<file path="src/hdl/bwl_pkg.sv">
// shared types, constants and codes for the bounded-waiting lock arbiter
package bwl_pkg;

	localparam int MAX_THREADS = 16;
	localparam int TID_W       = 4;
	localparam int CNT_W       = 5;

	localparam logic REQ_ACQUIRE = 1'b0;
	localparam logic REQ_RELEASE = 1'b1;

	localparam logic [CNT_W-1:0] CNT_RESET = CNT_W'(MAX_THREADS);

	typedef enum logic [1:0] {
		ERR_NONE         = 2'd0,
		ERR_FREE_RELEASE = 2'd1,
		ERR_RANGE        = 2'd2
	} err_t;

	typedef enum logic {
		ST_IDLE = 1'b0,
		ST_EXEC = 1'b1
	} state_t;

	typedef struct packed {
		logic load;
		logic exec;
	} bwl_cmd_t;

endpackage

</file>
<file path="src/hdl/bounded_waiting_lock_arbiter.sv">
// top level of the bounded-waiting lock arbiter
// A request or release beat is taken when start is high and busy is low. Each
// beat first captures the command, then does the round-robin scan of the 16-bit
// waiting mask and the state update. The result appears on the output ports
// with done high for exactly one cycle, the cycle after the scan; the receiver
// cannot stall, so it must take the result then. busy is high only during the
// scan cycle, so a new beat can be started in the same cycle that done is shown.
// active_threads is written through cfg_we and cfg_wdata; the user must write it
// only while no beat is in flight, as the block does not enforce this. It resets
// to 16; zero acts as one and values above 16 act as 16.
module bounded_waiting_lock_arbiter import bwl_pkg::*; (
	input  logic             clk,
	input  logic             arst_n,
	input  logic             start,
	output logic             busy,
	output logic             done,
	input  logic             cfg_we,
	input  logic [CNT_W-1:0] cfg_wdata,
	input  logic             req_type,
	input  logic [TID_W-1:0] thread_id,
	output logic             granted_now,
	output logic             handoff_valid,
	output logic [TID_W-1:0] handoff_thread,
	output logic             lock_busy,
	output logic [1:0]       error_code
);

	bwl_cmd_t cmd;

	bwl_ctrl u_ctrl (
		.clk    (clk),
		.arst_n (arst_n),
		.start  (start),
		.busy   (busy),
		.done   (done),
		.cmd    (cmd)
	);

	bwl_dp u_dp (
		.clk            (clk),
		.arst_n         (arst_n),
		.cmd            (cmd),
		.cfg_we         (cfg_we),
		.cfg_wdata      (cfg_wdata),
		.req_type       (req_type),
		.thread_id      (thread_id),
		.granted_now    (granted_now),
		.handoff_valid  (handoff_valid),
		.handoff_thread (handoff_thread),
		.lock_busy      (lock_busy),
		.error_code     (error_code)
	);

	// an accepted beat enters the execute state, then gives its registered result strobe
	a_done_timing: assert property (@(posedge clk) disable iff (!arst_n)
		(start && !busy) |=> (busy && !done) ##1 done)
		else $error("result strobe not two cycles after accept");

	// a grant or a handoff always leaves the lock held
	a_held_after_grant: assert property (@(posedge clk) disable iff (!arst_n)
		(done && (granted_now || handoff_valid)) |-> lock_busy)
		else $error("lock free after grant or handoff");

	// an error beat never grants nor hands off
	a_err_no_grant: assert property (@(posedge clk) disable iff (!arst_n)
		(done && (error_code != ERR_NONE)) |-> (!granted_now && !handoff_valid))
		else $error("error beat granted the lock");

	// grant and handoff are exclusive
	a_grant_handoff_excl: assert property (@(posedge clk) disable iff (!arst_n)
		done |-> !(granted_now && handoff_valid))
		else $error("grant and handoff in the same beat");

endmodule

</file>
<file path="src/hdl/bwl_ctrl.sv">
// controller state machine: capture, execute, result strobe
module bwl_ctrl import bwl_pkg::*; (
	input  logic     clk,
	input  logic     arst_n,
	input  logic     start,
	output logic     busy,
	output logic     done,
	output bwl_cmd_t cmd
);

	state_t state_q;
	state_t state_nxt;
	logic   done_q;

	always_ff @(posedge clk or negedge arst_n) begin
		if (!arst_n) begin
			state_q <= ST_IDLE;
			done_q  <= 1'b0;
		end else begin
			state_q <= state_nxt;
			done_q  <= cmd.exec;
		end
	end

	always_comb begin
		state_nxt = state_q;
		cmd.load  = 1'b0;
		cmd.exec  = 1'b0;
		busy      = 1'b0;
		case (state_q)
			ST_IDLE: begin
				if (start) begin
					cmd.load  = 1'b1;
					state_nxt = ST_EXEC;
				end
			end
			ST_EXEC: begin
				busy      = 1'b1;
				cmd.exec  = 1'b1;
				state_nxt = ST_IDLE;
			end
			default: begin
				state_nxt = ST_IDLE;
			end
		endcase
	end

	assign done = done_q;

endmodule

</file>
<file path="src/hdl/bwl_dp.sv">
// datapath: lock state, waiting mask, round-robin scan and result registers
module bwl_dp import bwl_pkg::*; (
	input  logic             clk,
	input  logic             arst_n,
	input  bwl_cmd_t         cmd,
	input  logic             cfg_we,
	input  logic [CNT_W-1:0] cfg_wdata,
	input  logic             req_type,
	input  logic [TID_W-1:0] thread_id,
	output logic             granted_now,
	output logic             handoff_valid,
	output logic [TID_W-1:0] handoff_thread,
	output logic             lock_busy,
	output logic [1:0]       error_code
);

	logic [CNT_W-1:0]       active_threads_q;
	logic                   req_type_q;
	logic [TID_W-1:0]       tid_q;
	logic                   lock_held_q;
	logic [MAX_THREADS-1:0] waiting_q;

	logic                   granted_q;
	logic                   hvalid_q;
	logic [TID_W-1:0]       hthread_q;
	err_t                   err_q;

	logic [CNT_W-1:0]       n_eff;
	logic [MAX_THREADS-1:0] range_mask;
	logic [MAX_THREADS-1:0] above_mask;
	logic [MAX_THREADS-1:0] cand;
	logic [MAX_THREADS-1:0] cand_hi;
	logic [TID_W-1:0]       sel;
	logic                   found;

	logic                   lock_nxt;
	logic [MAX_THREADS-1:0] waiting_nxt;
	logic                   granted_nxt;
	logic                   hvalid_nxt;
	logic [TID_W-1:0]       hthread_nxt;
	err_t                   err_nxt;

	function automatic logic [TID_W-1:0] lowest_set(input logic [MAX_THREADS-1:0] v);
		logic [TID_W-1:0] idx;
		idx = '0;
		for (int i = MAX_THREADS - 1; i >= 0; i--) begin
			if (v[i]) begin
				idx = TID_W'(i);
			end
		end
		return idx;
	endfunction

	// effective count: zero reads as one, clipped at the thread limit
	always_comb begin
		if (active_threads_q == '0) begin
			n_eff = CNT_W'(1);
		end else if (active_threads_q > CNT_W'(MAX_THREADS)) begin
			n_eff = CNT_W'(MAX_THREADS);
		end else begin
			n_eff = active_threads_q;
		end
	end

	always_comb begin
		for (int i = 0; i < MAX_THREADS; i++) begin
			range_mask[i] = CNT_W'(i) < n_eff;
			above_mask[i] = TID_W'(i) > tid_q;
		end
	end

	// scan order: threads above the releaser first, then wrap to the lowest
	assign cand    = waiting_q & range_mask & ~(MAX_THREADS'(1) << tid_q);
	assign cand_hi = cand & above_mask;
	assign found   = |cand;
	assign sel     = (|cand_hi) ? lowest_set(cand_hi) : lowest_set(cand);

	always_comb begin
		lock_nxt    = lock_held_q;
		waiting_nxt = waiting_q;
		granted_nxt = 1'b0;
		hvalid_nxt  = 1'b0;
		hthread_nxt = '0;
		err_nxt     = ERR_NONE;
		if ({1'b0, tid_q} >= n_eff) begin
			err_nxt = ERR_RANGE;
		end else if (req_type_q == REQ_ACQUIRE) begin
			if (!lock_held_q) begin
				lock_nxt    = 1'b1;
				granted_nxt = 1'b1;
			end else begin
				waiting_nxt[tid_q] = 1'b1;
			end
		end else if (!lock_held_q) begin
			err_nxt = ERR_FREE_RELEASE;
		end else if (found) begin
			waiting_nxt[sel] = 1'b0;
			hvalid_nxt       = 1'b1;
			hthread_nxt      = sel;
		end else begin
			lock_nxt = 1'b0;
		end
	end

	always_ff @(posedge clk or negedge arst_n) begin
		if (!arst_n) begin
			active_threads_q <= CNT_RESET;
			lock_held_q      <= 1'b0;
			waiting_q        <= '0;
		end else begin
			if (cfg_we) begin
				active_threads_q <= cfg_wdata;
			end
			if (cmd.exec) begin
				lock_held_q <= lock_nxt;
				waiting_q   <= waiting_nxt;
			end
		end
	end

	always_ff @(posedge clk) begin
		if (cmd.load) begin
			req_type_q <= req_type;
			tid_q      <= thread_id;
		end
		if (cmd.exec) begin
			granted_q <= granted_nxt;
			hvalid_q  <= hvalid_nxt;
			hthread_q <= hthread_nxt;
			err_q     <= err_nxt;
		end
	end

	assign granted_now    = granted_q;
	assign handoff_valid  = hvalid_q;
	assign handoff_thread = hthread_q;
	assign lock_busy      = lock_held_q;
	assign error_code     = err_q;

endmodule
</file>
<file path="config.mk">
export PLATFORM = sky130hd
export DESIGN_NAME = bounded_waiting_lock_arbiter
export DESIGN_NICKNAME = d
export VERILOG_FILES = /design/src/hdl/bwl_pkg.sv /design/src/hdl/bounded_waiting_lock_arbiter.sv /design/src/hdl/bwl_ctrl.sv /design/src/hdl/bwl_dp.sv
export SDC_FILE = /design/constraint.sdc
export NUM_CORES = 1
export LEC_CHECK = 0
export ABC_AREA = 1
export BUFFER_PORTS_ARGS = -buffer_cell sky130_fd_sc_hd__buf_2
export CELL_PAD_IN_SITES_DETAIL_PLACEMENT = 1
export CELL_PAD_IN_SITES_GLOBAL_PLACEMENT = 1
export CORE_ASPECT_RATIO = 0.6
export CORE_MARGIN = 2
export CORE_UTILIZATION = 31
export DETAILED_ROUTE_END_ITERATION = 7
export PLACE_DENSITY_LB_ADDON = 0.1
export SYNTH_ARGS = -nofsm -noshare
export SYNTH_HDL_FRONTEND = slang
export SYNTH_SLANG_ARGS = --single-unit
export TNS_END_PERCENT = 5
</file>
<file path="constraint.sdc">
create_clock -name clk -period 2.8 [get_ports clk]
set_input_delay 0.56 -clock clk [delete_from_list [all_inputs] [get_ports clk]]
set_output_delay 0.56 -clock clk [all_outputs]
set_load 0.005 [all_outputs]
</file>
==> results of run 1 <==
## area by class of cell
type	count	area [um^2]
Timing Repair Buffer	90	632
Clock buffer	6	129
Inverter	69	262
Fill cell	992	4260
Sequential cell	37	995
Clock inverter	2	33.8
Multi-Input combinational cell	258	1600
Tap cell	108	135
## worst paths after layout
kind	from	endpoint	slack, ns	cells after the start
hold / removal	arst_n	u_dp.waiting_q[11]	0.29	1
max in group asynchronous	arst_n	u_dp.active_threads_q[3]	2.08	1
hold reg to reg	u_dp.waiting_q[7]	u_dp.waiting_q[7]	0.56	4
setup / recovery	u_dp.tid_q[2]	u_dp.waiting_q[13]	0.10	18
setup reg to reg	u_dp.tid_q[2]	u_dp.waiting_q[13]	0.10	18
min in group clk	thread_id[1]	u_dp.tid_q[1]	0.45	1
## what timing repair did
item,4_1_cts,5_1_grt
resized for setup,4,61
buffers inserted,1,7
endpoints found under the setup margin,16,19
gates cloned,0,0
pin swaps,1,17
## cells in the final DEF, fill, tap and decap left out, types with 5 or more instances in the layout
cell type,n
nand2_4,6
dfrtp_1,21
nor3_2,5
clkbuf_16,5
buf_2,24
nand2_1,85
nand3_1,24
nor2_1,26
nand4_1,17
edfxtp_1,13
o21bai_1,12
nor2_4,11
o21ai_0,6
inv_1,59
inv_2,9
nor2_2,11
buf_4,64
nand2_2,10
nand3_2,8
## power by group through the flow
stage               logic [uW]  registers, uW  clock network (uW)
global route              1940            752                 662
finish                    1750            741                 629
CTS                       1530            738                 642
detailed placement        1510            748                   0
floorplan                  861            735                   0
global placement          1480            745                   0
## kinds of logic (layout without fill, tap and decap cells)
family,count (synthesis),count (layout),synth area share
flops,37,37,0.379
buf+inv,73,167,0.109
compound gates,41,41,0.103
simple gates,212,212,0.385
mux,1,1,0.00430
fa+ha+maj,4,4,0.0191
## state kept, by name, indices dropped and copies added, names as in the netlist, 2 cells and up
name,count
u_dp.error_code,2
u_dp.active_threads_q,5
u_dp.handoff_thread,4
u_dp.waiting_q,16
u_dp.tid_q,4
## per-layer routing
layer / wire length, um / up-vias / GRT usage
li1: - / 1378 / -
met1: 4840 / 1324 / 0.326
met2: 4240 / 56 / 0.341
met3: 506 / 4 / 0.0348
met4: 48 / 0 / 0.0345
met5: 0 / - / 0
## stage by stage
| stage | cell area, um^2 | total power [uW] | hold slack (ns) | instances |
|---|---|---|---|---|
| 2_1_floorplan | 2620 | 1600 | 0.264 | 368 |
| 3_3_place_gp | 3290 | 2230 | 0.540 | 554 |
| 3_5_place_dp | 3290 | 2250 | 0.540 | 554 |
| 4_1_cts | 3480 | 2910 | 0.315 | 563 |
| 5_1_grt | 3780 | 3360 | 0.327 | 570 |
| 6_report | 3780 | 3120 | 0.289 | 570 |
==> impl_results.md, run 1 <==
- Initial antenna violation count: 0
- Flop pwr share: 0.237
- Total grt overflow: 0
- Post-Syn Area: around 0.0026 mm^2
- IO Port Bufs: 24
- First-pass GRT wire length: 14900 um
- Max Cap Viol: 0
- Yosys top cell area share: 0.220
- CP max stage delay: 0.40 ns
- Crit-path cells: buf_4, nor2_2, inv_2, nor2_1, inv_1, nand2_1, nor2_1, nand3_1, nand2_1, nor2_2, nand4_1, nor2_4, buf_4, nand3_2, nand2_4, nand3_1, nand2_1, inv_1
- CTS tree: done
- GRT Util Overall: 0.219
- FMAX: ~370 MHz
- Clock network fraction of total power: 0.201
- Die ar.: 0.00922 mm^2
- Ys Warns: 0
- Layout area overhead: 44.5%
- Top_reg_cell synth: dfrtp_1
- Max stage delay cell, worst path: edfxtp_1
- Most frequent cells after synthesis: nand2_1, inv_1, nor2_1
- WP buf/inv: 5
- Root buf cell: clkbuf_16
- Chip width: 123 um
- Worst Path Required: 2.97 ns
- DRC: 0
- Clock-pin slew on the worst setup and hold paths: 0.06 ns
- Crit path time final: roughly 2.7 ns
- Unrepaired setup endpoints after global routing: true
- Pint: 1770 uW
- Post-place setup slack: -0.0589 ns
- Mean Syn Cell Area: approximately 7.1 um^2
- Psw: 1350 uW
- Core ar.: between 0.008 and 0.009 mm^2
- Final core occ: 0.471
- Netlist cell types: 37
- Final wirelength: between 9000 and 10000 um
- Clock Path Buffers: 2
- Outcome: completed
- Syn Inst Count: ~370
- Vias in the first global route: 2759
- Critical path's most frequent cell: nand2_1
- Final RePlAce weighted congestion: 0.867
- CTS Buf Count: 5
- Antenna viol nets, final: 0
- CTS Hold Buffers Added: 0
- Wirelength per Cell: 16.9 um
- Switching part of the total: 0.434
- Sequential cell area fraction in the yosys report: 0.379
- Detailed Routing Iterations Pass 1: 4
- Asr flop ratio synth: 0.649
- Synth area leaders: dfrtp_1, edfxtp_1, nand2_1
- Vias/cell: 4.85
- Syn Nets: 386
- Slew headroom: 0.601
- Rows: 25
- Register bit total from synthesis: 37
- Final total negative setup slack: 0 ns
- Number of synthesized flops with an enable pin: 13
- Clock skew: 0.00227 ns
- Final-report hold violation count: 0
- Antenna Cells: 0
- Vias: approximately 2.8k
- Fin crit share: 0.964
- Slew @ Worst Pin: 0.599 ns
- Final setup fails: 0
- Comb power frac: 0.561
- Die boundary height: 75.2 um
- Clock Latency Late Sink: 0.28 ns
- CP delay by family, top: simple AND/OR/NAND/NOR gates
- Max Slew Vio Count: 0
- Nets: 479
- Setup CP Type: reg2reg
- Number of I/O pins: 25
- Leak Pwr: 0.00189 uW
- Worst setup SP type: flop
- Hold Path Class: in2async
- Crit-path max FO: 8
- Critical Path Sink Type: flop
- Arrival @ worst endpoint: 2.87 ns
- First-iteration detailed-routing DRC count: 116
- VDD IR max: 0.345 mV
- Post-synth top area cell: dfrtp_1
- Clock Sinks: 37
- Most common cell in the netlist: nand2_1
- Largest net degree at the start of global routing: 25
- Starting Density: 0.326
- Share of layout cells above drive strength 1: 0.381
- Power per cell area: 825 mW/mm^2
- Min setup slack post-route: 0.101 ns
- H-tree depth: 2
- Detailed-placement wirelength estimate: 7450 um
Power figures use the tool's default switching activity.
==> run 2: changes to the inputs <==
CTS_BUF_LIST = sky130_fd_sc_hd__clkbuf_16   (was unset)
CTS_CLUSTER_SIZE = 40   (was unset)
==> impl_results.md, run 2 (same netlist as run 1, synthesis figures left out) <==
- Initial antenna violation count: 0
- Largest net degree at the start of global routing: 25
- Crit path launch: u_dp.tid_q[2]
- Crit-path cells: buf_4, nor2_2, inv_2, nor2_1, inv_1, nand2_1, nor2_1, nand3_1, nand2_1, nor2_2, nand4_1, nor2_4, buf_4, nand3_2, nand2_4, nand3_1, nand2_1, inv_1
- Starting Density: 0.326
- Detailed Routing Iterations Pass 1: 6
- CP delay by family, top: simple AND/OR/NAND/NOR gates
- Biggest regs: u_dp.waiting_q (16), u_dp.active_threads_q (5)
- Clock Sinks: 37
- Nets: roughly 480
- Critical path's most frequent cell: nand2_1
- Antenna Cells: 0
- IO Port Bufs: 24
- Wirelength per Cell: between 15 and 20 um
- Worst Path Required: 2.97 ns
- CP Depth: 18
- Crit path time final: 2.70 ns
- Max stage delay cell, worst path: edfxtp_1
- Min setup slack post-route: 0.101 ns
- Rows: 25
- H-tree depth: 2
- Detailed-placement wirelength estimate: approximately 7500 um
- Cell area after placement: between 0.003 and 0.004 mm^2
- CP Capture Point: u_dp.waiting_q[13]
- Arrival @ worst endpoint: 2.87 ns
- R2R cell count: 18
- Final setup fails: 0
- Power per cell area: a little over 800 mW/mm^2
- Final wirelength: 9620 um
- Fillers: ~990
- Clock Path Buffers: 2
- Final Cell Area: 0.00378 mm^2
- GRT Util Overall: 0.219
- Most common cell after layout, fill and taps aside: nand2_1
- Slew @ Worst Pin: between 0.5 and 0.6 ns
- Vias: 2764
- VDD IR max: 0.338 mV
- R2R Path End: u_dp.waiting_q[13]
- Unrepaired setup endpoints after global routing: true
- Final-report hold violation count: 0
- CP max stage delay: ~0.40 ns
- First-iteration detailed-routing DRC count: 116
- Critical Path Sink Type: flop
- Hold Path Class: in2async
- R2r setup slk: 0.10 ns
- Crit-path max FO: 8
- Area of the multi-input gates: 0.00160 mm^2
- Slew headroom: 0.601
- Commonest cells after routing, fill and taps aside: nand2_1, buf_4, inv_1, nor2_1
- Max Slew Vio Count: 0
- Fin crit share: 0.964
- Vias in the first global route: 2759
- FF-to-FF Start: u_dp.tid_q[2]
- DRC: 0
- Final RePlAce weighted congestion: 0.867
- Share of layout cells above drive strength 1: 0.381
- Clock-pin slew on the worst setup and hold paths: 0.06 ns
- Root buf cell: clkbuf_16
- Max Cap Viol: 0
- Clock Latency Late Sink: 0.28 ns
- CTS tree: done
- Number of I/O pins: 25
- Clock skew: 0.00211 ns
- Max reg flops: 16
- First-pass GRT wire length: 14900 um
- Post-place setup slack: -0.0589 ns
- Outcome: completed
- FMAX: 370 MHz
- Hold WS: 0.289 ns
- Layout area overhead: 44.5%
- Core ar.: 0.00804 mm^2
- Chip width: 123 um
- Antenna viol nets, final: 0
- Die boundary height: roughly 75 um
- FF+latch area: 995 um^2
- Setup CP Type: reg2reg
- Final core occ: 0.471
- Most flops, register: u_dp.waiting_q
- Worst setup SP type: flop
- CTS Buf Count: 5
- Leak Pwr: approximately 0.0019 uW
- WP buf/inv: 5
- Die ar.: 0.00922 mm^2
- Vias/cell: 4.85
- Total grt overflow: 0
## run 2: how the worst min path moves through the flow
stage / endpoint / cells past startpoint
6_report: u_dp.waiting_q[11] / 1
5_1_grt: u_dp.waiting_q[10] / 1
4_1_cts: u_dp.waiting_q[15] / 1
3_5_place_dp: u_dp.waiting_q[7] / 4
3_3_place_gp: u_dp.waiting_q[9] / 4
2_1_floorplan: u_ctrl.done / 0
## run 2: metal layers
metal	routed length, um	track usage	vias up
met1	4840	0.326	1322
met5	0	0	-
li1	-	-	1378
met3	509	0.0348	4
met2	4220	0.341	60
met4	49	0.0345	0
## run 2: timing repair
action | 4_1_cts | 5_1_grt
endpoints found under the setup margin | 16 | 19
hold buffers | 0 | 0
pin swaps | 1 | 17
endpoints found under the hold margin | 0 | 0
resized for setup | 4 | 61
buffers inserted | 1 | 7
## run 2: worst reg2reg max path, cell delays in order, from the launching register on
cell and delay (ns):
edfxtp_1 0.40, buf_4 0.18, nor2_2 0.19, inv_2 0.08, nor2_1 0.11, inv_1 0.07, nand2_1 0.10, nor2_1 0.06
nand3_1 0.09, nand2_1 0.09, nor2_2 0.14, nand4_1 0.21, nor2_4 0.21, buf_4 0.14, nand3_2 0.15, nand2_4 0.15
nand3_1 0.11, nand2_1 0.08, inv_1 0.04
## run 2: through the flow
step / TNS (ns) / cells / power (uW)
floorplan: 0 / 368 / 1600
global placement: -0.0103 / 554 / 2230
detailed placement: -0.583 / 554 / 2250
CTS: 0 / 563 / 2900
global route: -0.892 / 570 / 3350
finish: 0 / 570 / 3120
## run 2: area by class of cell
| type | instances | area share |
|---|---|---|
| Clock buffer | 5 | 0.0331 |
| Clock inverter | 3 | 0.00992 |
| Inverter | 69 | 0.0691 |
| Multi-Input combinational cell | 258 | 0.422 |
| Sequential cell | 37 | 0.263 |
| Tap cell | 108 | 0.0357 |
| Timing Repair Buffer | 90 | 0.167 |
## run 2: power breakdown
group	leakage, uW	switching (uW)	internal, uW
clock network	0.0000826	212	414
logic	0.00138	1080	676
registers	0.000434	65.2	675
total	0.00190	1350	1760
==> run 3: changes to the inputs <==
clock period = 3.2 ns   (was 2.8 ns; I/O delays follow)
==> impl_results.md, run 3 (same netlist as run 1, synthesis figures left out) <==
- Largest net degree at the start of global routing: 25
- Antenna viol nets, final: 0
- Hold Path Class: in2async
- CTS tree: done
- Biggest regs: u_dp.waiting_q (16), u_dp.active_threads_q (5)
- Vias: 2539
- H-tree depth: 2
- Most flops, register: u_dp.waiting_q
- Most common cell after layout, fill and taps aside: nand2_1
- FMAX: between 300 and 400 MHz
- Root buf cell: clkbuf_16
- GRT Util Overall: 0.207
- Clock network fraction of total power: 0.216
- Setup CP Type: reg2reg
- Psw: roughly 1100 uW
- Share of layout cells above drive strength 1: 0.188
- First-iteration detailed-routing DRC count: 124
- Crit-path max FO: 8
- Wirelength per Cell: 17.0 um
- Clock-pin slew on the worst setup and hold paths: 0.06 ns
- Nets: 416
- Fin crit share: 0.903
- Critical path's most frequent cell: nand2_1
- Clock Latency Late Sink: 0.29 ns
- Final total negative setup slack: 0 ns
- Power per cell area: 745 mW/mm^2
- Slew @ Worst Pin: between 0.6 and 0.7 ns
- Clock Sinks: 37
- Final Cell Area: 0.00304 mm^2
- FF+latch area: 992 um^2
- Leak Pwr: about 0.0015 uW
- Critical Path Sink Type: flop
- VDD IR max: between 0.2 and 0.25 mV
- Worst setup SP type: flop
- Outcome: completed
- Starting Density: 0.326
- Die ar.: approximately 0.009 mm^2
- Final-report hold violation count: 0
- Core ar.: 0.00804 mm^2
- DRC: 0
- First-pass GRT wire length: 14000 um
- Clock Path Buffers: 2
- Final wirelength: 8590 um
- Die boundary height: approximately 75 um
- Crit path time final: ~2.9 ns
- CP max stage delay: 0.51 ns
- Detailed Routing Iterations Pass 1: 5
- Max reg flops: 16
- WP buf/inv: 3
- Commonest cells after routing, fill and taps aside: nand2_1, inv_1, nor2_1, nand3_1, buf_2
- Antenna Cells: 0
- CTS Hold Buffers Added: 0
- Total grt overflow: 0
- Max stage delay cell, worst path: edfxtp_1
- Comb power frac: 0.496
- Slew headroom: 0.595
- Detailed-placement wirelength estimate: roughly 7000 um
- Rows: 25
- Clock skew: 0.00740 ns
- Flop pwr share: 0.288
- Fillers: 1028
- Crit-path cells: nand2_1, nor2_1, inv_1, nand2_1, nor2_1, nand2_1, nand2_1, nor2_2, nand4_1, inv_1, nor2_1, o21ai_2, nor2_1, nand3_1, nor2_2, nand4_1, nand2_1, inv_1
- Arrival @ worst endpoint: 3.07 ns
- Total setup buffers inserted after CTS: 0
- Switching part of the total: 0.464
- Max Cap Viol: 0
- Layout area overhead: 16.1%
- IO Port Bufs: 24
- CP delay by family, top: simple AND/OR/NAND/NOR gates
- Min setup slack post-route: 0.311 ns
- Pint: approximately 1200 uW
- Vias in the first global route: 2450
- Max Slew Vio Count: 0
- Cell area after placement: 0.00287 mm^2
- Final RePlAce weighted congestion: 0.835
- Number of I/O pins: 25
- Area of the multi-input gates: ~0.0014 mm^2
- Chip width: around 120 um
- CTS Buf Count: 5
- Vias/cell: 5.01
- Worst Path Required: 3.38 ns
- Post-place setup slack: 0.288 ns
- Initial antenna violation count: 0
- Final setup fails: 0
## run 3: cell types whose count changed in the layout (fill, tap and decap cells not counted), moves of 5 or more
| cell | change |
|---|---|
| nor2_1 | +8 |
| nand2_4 | -5 |
| nand3_1 | +6 |
| nand2_2 | -5 |
| buf_4 | -61 |
| nor2_4 | -10 |
| nand3_2 | -6 |
| nand2_1 | +10 |
## run 3: path summary, 6_finish.rpt
check | from | to | slack [ns] | depth (start not counted)
min | arst_n | u_dp.waiting_q[15] | 0.36 | 1
max reg2reg | u_dp.tid_q[2] | u_dp.waiting_q[10] | 0.31 | 18
min reg2reg | u_dp.waiting_q[7] | u_dp.waiting_q[7] | 0.56 | 4
max in group asynchronous | arst_n | u_dp.waiting_q[2] | 2.43 | 1
max | u_dp.tid_q[2] | u_dp.waiting_q[10] | 0.31 | 18
min in group clk | req_type | u_dp.req_type_q | 0.53 | 1
## run 3: metrics by stage
stage	hold WS (ns)	std cells	total power (uW)	util
6_report	0.364	507	2270	0.378
5_1_grt	0.415	507	2460	0.378
4_1_cts	0.384	507	2250	0.375
3_5_place_dp	0.542	499	1750	0.357
3_3_place_gp	0.545	499	1750	0.357
2_1_floorplan	0.344	368	1400	-
## run 3: worst register-to-register path: stages (launching register included)
cell      delay, ns
edfxtp_1       0.51
nand2_1        0.35
nor2_1         0.09
inv_1          0.10
nand2_1        0.06
nor2_1         0.22
nand2_1        0.15
nand2_1        0.10
nor2_2         0.04
nand4_1        0.11
inv_1          0.05
nor2_1         0.17
o21ai_2        0.12
nor2_1         0.15
nand3_1        0.12
nor2_2         0.18
nand4_1        0.13
nand2_1        0.09
inv_1          0.04
## run 3: area by class of cell
type	count	area share
Clock inverter	3	0.00617
Multi-Input combinational cell	258	0.450
Sequential cell	37	0.326
Tap cell	108	0.0444
Timing Repair Buffer	27	0.0469
Clock buffer	5	0.0412
Inverter	69	0.0852
## run 3: power groups by stage
stage / Combinational [uW] / Clock [uW] / Sequential [uW]
floorplan: 753 / 0 / 643
global route: 1280 / 515 / 664
finish: 1120 / 490 / 652
global placement: 1090 / 0 / 658
CTS: 1100 / 507 / 649
detailed placement: 1090 / 0 / 657
## run 3: timing repair
item,in CTS,in global routing
endpoints found under the setup margin,0,7
resized for setup,0,6
hold endpoints to repair,0,0
## run 3: metal layers
metal | wire length [um] | part of all wire | track usage | up-vias
li1 | - | - | - | 1254
met1 | 4910 | 0.57 | 0.340 | 1228
met2 | 3260 | 0.38 | 0.283 | 52
met3 | 358 | 0.042 | 0.0227 | 5
met4 | 63 | 0.0073 | 0.0460 | 0
met5 | 0 | 0 | 0 | -
